$ cat src/hw/rtl/lkc_pkg.sv
// shared types and constants for the keyed lfu cache table
package lkc_pkg;

  localparam int ENTRIES_DEF    = 8;
  localparam int COUNT_BITS_DEF = 16;
  localparam int KEY_W          = 32;
  localparam int OCC_W          = 4;

  typedef enum logic {
    CMD_LOOKUP = 1'b0,
    CMD_INSERT = 1'b1
  } lkc_cmd_t;

  typedef enum logic [1:0] {
    ST_IDLE,
    ST_MATCH,
    ST_SCAN,
    ST_APPLY
  } lkc_state_t;

  // stored words of one entry, the use counter travels beside it
  typedef struct packed {
    logic [KEY_W-1:0] key;
    logic [KEY_W-1:0] tag;
    logic [KEY_W-1:0] handle;
  } lkc_entry_t;

  typedef struct packed {
    logic load;   // take the new entry from the probe registers
    logic shift;  // take the neighbor's entry (close the gap after eviction)
    logic bump;   // saturating increment of the use counter
  } lkc_cell_ctrl_t;

endpackage

$ cat src/hw/rtl/lkc_if.sv
// request and response channel interfaces of the keyed lfu cache table
interface lkc_req_if;
  logic                     valid;
  logic                     ready;
  lkc_pkg::lkc_cmd_t        command;
  logic [lkc_pkg::KEY_W-1:0] state_key;
  logic [lkc_pkg::KEY_W-1:0] pass_tag;
  logic [lkc_pkg::KEY_W-1:0] entry_handle;

  modport source (output valid, command, state_key, pass_tag, entry_handle, input ready);
  modport sink (input valid, command, state_key, pass_tag, entry_handle, output ready);
endinterface

interface lkc_rsp_if;
  logic                      valid;
  logic                      ready;
  logic                      hit;
  logic [lkc_pkg::KEY_W-1:0] found_handle;
  logic                      evicted;
  logic [lkc_pkg::OCC_W-1:0] occupancy;

  modport source (output valid, hit, found_handle, evicted, occupancy, input ready);
  modport sink (input valid, hit, found_handle, evicted, occupancy, output ready);
endinterface

$ cat src/hw/rtl/lkc_cell.sv
// one cache cell: entry storage, key compare and counter update
module lkc_cell #(
  parameter int COUNT_BITS = lkc_pkg::COUNT_BITS_DEF
) (
  input  logic                      clk,
  input  logic [lkc_pkg::KEY_W-1:0] probe_key,
  input  logic [lkc_pkg::KEY_W-1:0] probe_tag,
  input  logic [lkc_pkg::KEY_W-1:0] probe_handle,
  input  lkc_pkg::lkc_cell_ctrl_t   ctrl,
  input  lkc_pkg::lkc_entry_t       nbr_entry,
  input  logic [COUNT_BITS-1:0]     nbr_count,
  output lkc_pkg::lkc_entry_t       entry,
  output logic [COUNT_BITS-1:0]     count,
  output logic                      match
);

  assign match = (entry.key == probe_key) && (entry.tag == probe_tag);

  always_ff @(posedge clk) begin
    if (ctrl.load) begin
      entry.key    <= probe_key;
      entry.tag    <= probe_tag;
      entry.handle <= probe_handle;
      count        <= '0;
    end else if (ctrl.shift) begin
      entry <= nbr_entry;
      count <= nbr_count;
    end else if (ctrl.bump && (count != {COUNT_BITS{1'b1}})) begin
      count <= count + COUNT_BITS'(1);
    end
  end

endmodule

$ cat src/hw/rtl/lfu_keyed_cache_table.sv
// Keyed lfu cache table: a row of ENTRIES cells, each holding state key, pass tag, handle
// and a saturating use counter, packed in insertion order. Every cell compares the probe
// keys in parallel. A request passes a match state, then an update state that also registers
// the response, and a new request is taken in the update state, so the table accepts the next
// request while finishing the last. An insert that misses on a full table adds a scan state: a shared comparator
// walks the cell counters one per cycle to find the first least used entry, after which the
// cells above it shift down one place toward their neighbor and the new entry lands in the
// last cell. A finished response sits in an output register until taken; the next
// request's update waits while that register is still full.
module lfu_keyed_cache_table #(
  parameter int ENTRIES    = lkc_pkg::ENTRIES_DEF,
  parameter int COUNT_BITS = lkc_pkg::COUNT_BITS_DEF
) (
  input logic       clk,
  input logic       rst,
  lkc_req_if.sink   req,
  lkc_rsp_if.source rsp
);

  localparam int IW = $clog2(ENTRIES);
  localparam int FW = $clog2(ENTRIES + 1);

  lkc_pkg::lkc_state_t state, state_next;

  logic [FW-1:0]             fill_level;
  lkc_pkg::lkc_cmd_t         probe_cmd;
  logic [lkc_pkg::KEY_W-1:0] probe_key;
  logic [lkc_pkg::KEY_W-1:0] probe_tag;
  logic [lkc_pkg::KEY_W-1:0] probe_handle;
  logic [ENTRIES-1:0]        match_r;
  logic                      hit_r;
  logic [IW-1:0]             scan_idx;
  logic [IW-1:0]             victim;
  logic [COUNT_BITS-1:0]     min_count;

  logic                      out_valid;
  logic                      out_hit;
  logic [lkc_pkg::KEY_W-1:0] out_handle;
  logic                      out_evicted;
  logic [lkc_pkg::OCC_W-1:0] out_occ;

  lkc_pkg::lkc_entry_t     entries [ENTRIES];
  logic [COUNT_BITS-1:0]   counts [ENTRIES];
  lkc_pkg::lkc_cell_ctrl_t ctrls [ENTRIES];
  logic [ENTRIES-1:0]      match_raw;
  logic [ENTRIES-1:0]      match_vec;

  logic                      full;
  logic                      out_free;
  logic                      apply_go;
  logic                      accept;
  logic                      need_evict;
  logic                      do_evict;
  logic [IW-1:0]             ins_pos;
  logic [lkc_pkg::KEY_W-1:0] found_handle;
  logic [FW-1:0]             fill_after;

  assign full     = (fill_level == FW'(ENTRIES));
  assign out_free = !out_valid || rsp.ready;
  assign accept   = req.valid && req.ready;
  assign ins_pos  = full ? IW'(ENTRIES - 1) : fill_level[IW-1:0];

  // cell row: each cell reloads from its upper neighbor when the gap closes
  for (genvar i = 0; i < ENTRIES; i++) begin : g_cell
    lkc_pkg::lkc_entry_t   nbr_entry;
    logic [COUNT_BITS-1:0] nbr_count;
    if (i < ENTRIES - 1) begin : g_nbr
      assign nbr_entry = entries[i+1];
      assign nbr_count = counts[i+1];
    end else begin : g_top
      assign nbr_entry = entries[i];
      assign nbr_count = counts[i];
    end

    lkc_cell #(
      .COUNT_BITS (COUNT_BITS)
    ) u_cell (
      .clk          (clk),
      .probe_key    (probe_key),
      .probe_tag    (probe_tag),
      .probe_handle (probe_handle),
      .ctrl         (ctrls[i]),
      .nbr_entry    (nbr_entry),
      .nbr_count    (nbr_count),
      .entry        (entries[i]),
      .count        (counts[i]),
      .match        (match_raw[i])
    );

    assign match_vec[i] = match_raw[i] && (fill_level > FW'(i));
  end

  assign need_evict = !(|match_vec) && (probe_cmd == lkc_pkg::CMD_INSERT) && full;

  // next state
  always_comb begin
    state_next = state;
    unique case (state)
      lkc_pkg::ST_IDLE: begin
        if (req.valid) state_next = lkc_pkg::ST_MATCH;
      end
      lkc_pkg::ST_MATCH: begin
        state_next = need_evict ? lkc_pkg::ST_SCAN : lkc_pkg::ST_APPLY;
      end
      lkc_pkg::ST_SCAN: begin
        if (scan_idx == IW'(ENTRIES - 1)) state_next = lkc_pkg::ST_APPLY;
      end
      lkc_pkg::ST_APPLY: begin
        if (out_free) state_next = req.valid ? lkc_pkg::ST_MATCH : lkc_pkg::ST_IDLE;
      end
      default: state_next = lkc_pkg::ST_IDLE;
    endcase
  end

  // outputs of the controller
  always_comb begin
    req.ready = 1'b0;
    apply_go  = 1'b0;
    unique case (state)
      lkc_pkg::ST_IDLE:  req.ready = 1'b1;
      lkc_pkg::ST_MATCH: req.ready = 1'b0;
      lkc_pkg::ST_SCAN:  req.ready = 1'b0;
      lkc_pkg::ST_APPLY: begin
        apply_go  = out_free;
        req.ready = out_free;
      end
      default: req.ready = 1'b0;
    endcase
  end

  assign do_evict = apply_go && !hit_r && (probe_cmd == lkc_pkg::CMD_INSERT) && full;

  always_comb begin
    for (int i = 0; i < ENTRIES; i++) begin
      ctrls[i].load  = apply_go && !hit_r && (probe_cmd == lkc_pkg::CMD_INSERT)
                       && (ins_pos == IW'(i));
      ctrls[i].shift = do_evict && (i < ENTRIES - 1) && (victim <= IW'(i));
      ctrls[i].bump  = apply_go && hit_r && (probe_cmd == lkc_pkg::CMD_LOOKUP)
                       && match_r[i];
    end
  end

  always_comb begin
    found_handle = '0;
    for (int i = 0; i < ENTRIES; i++) begin
      if (match_r[i]) found_handle = found_handle | entries[i].handle;
    end
  end

  always_comb begin
    fill_after = fill_level;
    if (!hit_r && (probe_cmd == lkc_pkg::CMD_INSERT) && !full) begin
      fill_after = fill_level + FW'(1);
    end
  end

  always_ff @(posedge clk) begin
    if (rst) begin
      state      <= lkc_pkg::ST_IDLE;
      fill_level <= '0;
      out_valid  <= 1'b0;
    end else begin
      state <= state_next;
      if (apply_go) begin
        fill_level <= fill_after;
        out_valid  <= 1'b1;
      end else if (rsp.ready) begin
        out_valid <= 1'b0;
      end
    end
  end

  // datapath registers
  always_ff @(posedge clk) begin
    if (accept) begin
      probe_cmd    <= req.command;
      probe_key    <= req.state_key;
      probe_tag    <= req.pass_tag;
      probe_handle <= req.entry_handle;
    end
    if (state == lkc_pkg::ST_MATCH) begin
      match_r   <= match_vec;
      hit_r     <= |match_vec;
      scan_idx  <= IW'(1);
      victim    <= '0;
      min_count <= counts[0];
    end
    if (state == lkc_pkg::ST_SCAN) begin
      if (counts[scan_idx] < min_count) begin
        min_count <= counts[scan_idx];
        victim    <= scan_idx;
      end
      scan_idx <= scan_idx + IW'(1);
    end
    if (apply_go) begin
      out_hit     <= hit_r;
      out_handle  <= (hit_r && (probe_cmd == lkc_pkg::CMD_LOOKUP)) ? found_handle : '0;
      out_evicted <= do_evict;
      out_occ     <= lkc_pkg::OCC_W'(fill_after);
    end
  end

  assign rsp.valid        = out_valid;
  assign rsp.hit          = out_hit;
  assign rsp.found_handle = out_handle;
  assign rsp.evicted      = out_evicted;
  assign rsp.occupancy    = out_occ;

endmodule

$ cat src/flat_wrapper.sv
// flat-port wrapper written by rule: the top's interface ports become plain ports
module lfu_keyed_cache_table_flat 
#(
  parameter int ENTRIES    = lkc_pkg::ENTRIES_DEF,
  parameter int COUNT_BITS = lkc_pkg::COUNT_BITS_DEF
)
  (clk, rst, req_valid, req_command, req_state_key, req_pass_tag, req_entry_handle, req_ready, rsp_valid, rsp_hit, rsp_found_handle, rsp_evicted, rsp_occupancy, rsp_ready);
  lkc_req_if req_i ();
  lkc_rsp_if rsp_i ();
  input logic clk;
  input logic rst;
  input wire logic [$bits(req_i.valid)-1:0] req_valid;
  input wire logic [$bits(req_i.command)-1:0] req_command;
  input wire logic [$bits(req_i.state_key)-1:0] req_state_key;
  input wire logic [$bits(req_i.pass_tag)-1:0] req_pass_tag;
  input wire logic [$bits(req_i.entry_handle)-1:0] req_entry_handle;
  output wire logic [$bits(req_i.ready)-1:0] req_ready;
  output wire logic [$bits(rsp_i.valid)-1:0] rsp_valid;
  output wire logic [$bits(rsp_i.hit)-1:0] rsp_hit;
  output wire logic [$bits(rsp_i.found_handle)-1:0] rsp_found_handle;
  output wire logic [$bits(rsp_i.evicted)-1:0] rsp_evicted;
  output wire logic [$bits(rsp_i.occupancy)-1:0] rsp_occupancy;
  input wire logic [$bits(rsp_i.ready)-1:0] rsp_ready;
  assign req_i.valid = req_valid;
  assign req_i.command = req_command;
  assign req_i.state_key = req_state_key;
  assign req_i.pass_tag = req_pass_tag;
  assign req_i.entry_handle = req_entry_handle;
  assign req_ready = req_i.ready;
  assign rsp_valid = rsp_i.valid;
  assign rsp_hit = rsp_i.hit;
  assign rsp_found_handle = rsp_i.found_handle;
  assign rsp_evicted = rsp_i.evicted;
  assign rsp_occupancy = rsp_i.occupancy;
  assign rsp_i.ready = rsp_ready;
  lfu_keyed_cache_table #(.ENTRIES(ENTRIES), .COUNT_BITS(COUNT_BITS)) u_core (.clk(clk), .rst(rst), .req(req_i), .rsp(rsp_i));
endmodule
$ cat config.mk
export PLATFORM = sky130hd
export DESIGN_NAME = lfu_keyed_cache_table_flat
export DESIGN_NICKNAME = d
export VERILOG_FILES = /design/src/hw/rtl/lkc_pkg.sv /design/src/hw/rtl/lkc_if.sv /design/src/hw/rtl/lkc_cell.sv /design/src/hw/rtl/lfu_keyed_cache_table.sv /design/src/flat_wrapper.sv
export SDC_FILE = /design/constraint.sdc
export NUM_CORES = 2
export LEC_CHECK = 0
export BUFFER_PORTS_ARGS = -buffer_cell sky130_fd_sc_hd__buf_2
export CAP_MARGIN = 20
export CORE_MARGIN = 3
export CORE_UTILIZATION = 65
export DETAILED_ROUTE_END_ITERATION = 16
export PLACE_DENSITY = 0.91
export RECOVER_POWER = 100
export SETUP_SLACK_MARGIN = 0.3
export SYNTH_ARGS = -nofsm -noshare
export SYNTH_HDL_FRONTEND = slang
export SYNTH_SLANG_ARGS = --single-unit
export TNS_END_PERCENT = 20
$ cat constraint.sdc
create_clock -name clk -period 33.2 [get_ports clk]
set_input_delay 8.3 -clock clk [delete_from_list [all_inputs] [get_ports clk]]
set_output_delay 8.3 -clock clk [all_outputs]
set_load 0.05 [all_outputs]
==> results.md <==
- Num CTS Buffers: 106
- Synth warn: 0
- Synth Net Count: 4,276
- FMAX: 56.1 MHz
- Total I/O pin count: 141
- Final slew viol count: 2,083
- Main combinational cell family by area after synthesis: multiplexers
- Area grow syn2layout: 8.14%
- Post-Synth Adder-Cell Area: 0.783%
- Clock Tree Buf Depth: 3
- Mux cell area share after synthesis: 13.7%
- Avg WL per Cell: 28.7 um
- Flop and latch count out of synthesis: 1,069
- Fin Setup TNS: 0 ns
- RSZ-0062 raised after global routing: false
- Sequential area share after synthesis: 58.0%
- H-tree lvl count: 3
- DP Wirelength: 96.0 mm
- CP startpoint kind: input pin
- Mapped Area: 52,700 um2
- Crit. End Element: output port
- Worst skew pair latency: 0.70 ns
- Largest net degree at the start of global routing: 97
- Yosys top cell area share: 52.1%
- Failing checks: max-capacitance violations, max-slew violations
- Mean Syn Cell Area: 12.7 um2
- Async SR Flop Fraction: 0%
- EDFF count, synth: 915
- Core area: 79,600 um2
- Root Driver: clkbuf_16
- Reg2Reg Depth: 8
- Pwr dens: 58.6 nW/um2
- # port buffers: 140
- Worst slew margin: -208%
- Final core occ: 71.6%
- Critical Path RT: 24.90 ns
- Crit path to: req_ready
- Final instance area: 57,000 um2
- Fin worst setup slack: 15.36 ns
- Final antenna-violating net count: 0
- Post-CTS setup buffer count: 0
- First-pass GRT wire length: 226 mm
- Synth Area in XOR/XNOR: 8.34%
- Synth top area cells: edfxtp_1 (52%), mux2_2 (12%), dfxtp_1 (5.8%)
- Reg-to-Reg Start: u_core.fill_level[0]
- Initial DRT Pass Iterations: 6
- Initial Utilization: 66.2%
- Unique masters post-synth: 75
- Via count of the first global-routing pass: 36,700
- Hold WC Path Type: reg2reg
- Worst vdd ir: 51.7 uV
- Clock skew: 0.0304 ns
- Post-DP Area: 54,200 um2
- NumNets Final: 4,296
- Max-cap viol count: 44
- Starting DRT DRC Count: 5,543
- CTS tree: built
- Gpl congestion: 0.997
- Leakage: 19.0 nW
- Clock sinks: 1,069
- Worst slew pin tran: 4.62 ns
- Via density: 7.01
- Capture point of the worst reg-to-reg path: u_core.g_cell[3].u_cell.entry[61]
- Die area: 84,600 um2
- Cts hold-fix bufs: 0
- Height of the chip: 291 um
- Most frequent cells in the layout: edfxtp_1 (915), mux2_2 (542), nand2_1 (380), xnor2_1 (258), xor2_1 (244)
- Layout cells sized above 1: 19.6%
- Clock-pin slew on the worst setup and hold paths: 0.06 ns
- Outcome: complete, but fails checks
- CTS resizes: 0
- CP peak stage delay: 0.45 ns
- Worst reg-to-reg setup slack: 24.12 ns
- Worst path cell trace: buf_2, nor2b_1, clkbuf_1, o21ai_0, clkbuf_1
- CP dominant cell by count: clkbuf_1
- Leading area contributor after synthesis: edfxtp_1
- Final-report setup violation count: 0
- Leading cell type in the layout, fill and taps excluded: edfxtp_1
- Gr ovfl total: 0
- FP Rows: 103
- Tmin final: 17.84 ns
- Initial antenna violation count: 1
- Setup WS pre-CTS: 15.73 ns
- Compound-Gate Fraction of Synth Area: 7.17%
- CP max stage cell: clkbuf_1
- Via count: 37,200
- Critical Path Source: rsp_ready
- GR Util All Layers: 35.0%
- CP arrival: 9.54 ns
- Die Width: 291 um
- Synth Area in Simple Gates: 8.82%
- Final Cycle Share: 53.7%
- DRC violation count after routing: 0
- Final hold violation count: 0
- Setup Crit Path Kind: in2out
- Cells after Synth: 4,142
- Worst Path Max Fanout: 10
- Routed wire length: 152 mm
- Synth Flop Type: edfxtp_1
==> worst max-delay path, delay by kind of cell <==
family,cells,cell delay (ns)
AOI/OAI and AO/OA,1,0.20
buffers and inverters,3,0.89
and+or+nand+nor,1,0.14
==> flip-flops by register name, indices dropped and copies added (netlist names) <==
name and flops:
u_core.probe_cmd 1, u_core.rsp.occupancy 4, u_core.fill_level 4, u_core.rsp.found_handle 32, u_core.probe_tag 32, u_core.rsp.hit 1
u_core.min_count 16, u_core.probe_key 32, u_core.g_cell.u_cell.entry 768, u_core.hit_r 1, u_core.victim 3, u_core.match_r 8
u_core.rsp.valid 1, u_core.rsp.evicted 1, u_core.state 2, u_core.probe_handle 32, u_core.g_cell.u_cell.count 128, u_core.scan_idx 3
==> worst min-delay path by stage <==
stage                                                 start                           endpoint  cells past startpoint
after global routing      u_core.g_cell[6].u_cell.count[13]  u_core.g_cell[6].u_cell.count[13]                      2
after CTS                  u_core.g_cell[6].u_cell.count[1]   u_core.g_cell[6].u_cell.count[1]                      2
final                      u_core.g_cell[6].u_cell.count[1]   u_core.g_cell[6].u_cell.count[1]                      2
after global placement                     u_core.rsp.valid                   u_core.rsp.valid                      2
after floorplan                         u_core.probe_tag[0]  u_core.g_cell[7].u_cell.entry[32]                      0
after detailed placement   u_core.g_cell[6].u_cell.count[1]   u_core.g_cell[6].u_cell.count[1]                      2
==> logic make-up after synthesis <==
group | after synthesis
simple gates | 962
compound gates | 552
flops | 1069
fa+ha+maj | 33
mux | 606
buf+inv | 418
xor+xnor | 502
==> Yosys cell counts, drive strengths merged (57+ instances only) <==
cell	n
nor4	91
nand2	382
inv	102
edfxtp	915
o21ai	163
nor2	159
mux2	569
clkbuf	149
xor2	244
a22oi	138
xnor2	258
dfxtp	154
nand4	96
a221oi	57
buf	166
==> final cells by class <==
| type | count | area (um2) |
|---|---|---|
| Sequential cell | 1069 | 30600 |
| Fill cell | 4932 | 22600 |
| Antenna cell | 4 | 10.0 |
| Tap cell | 1050 | 1310 |
| Multi-Input combinational cell | 2655 | 20400 |
| Timing Repair Buffer | 227 | 1010 |
| Clock inverter | 55 | 449 |
| Inverter | 103 | 387 |
| Clock buffer | 139 | 2840 |
==> routing by layer <==
metal / vias to the layer above / wire length (um) / global-route usage [%]
met5: - / 0 / 0
met4: 0 / 11700 / 23.0
met3: 682 / 19100 / 7.02
met2: 3316 / 70300 / 54.4
met1: 17700 / 51400 / 44.9
li1: 15400 / - / -
==> stage by stage <==
step	total power, mW	std cells	hold WS, ns
2_1_floorplan	1.96	4142	0.421
3_3_place_gp	2.15	5101	0.470
3_5_place_dp	2.17	5101	0.516
4_1_cts	3.32	5295	0.524
5_1_grt	3.41	5299	0.554
6_report	3.34	5302	0.527
==> power breakdown <==
part | switching (mW) | internal, mW
sequential | 0.115 | 1.53
combinational | 0.364 | 0.161
clock | 0.523 | 0.649
total | 1.00 | 2.34
Power figures use the tool's default switching activity.
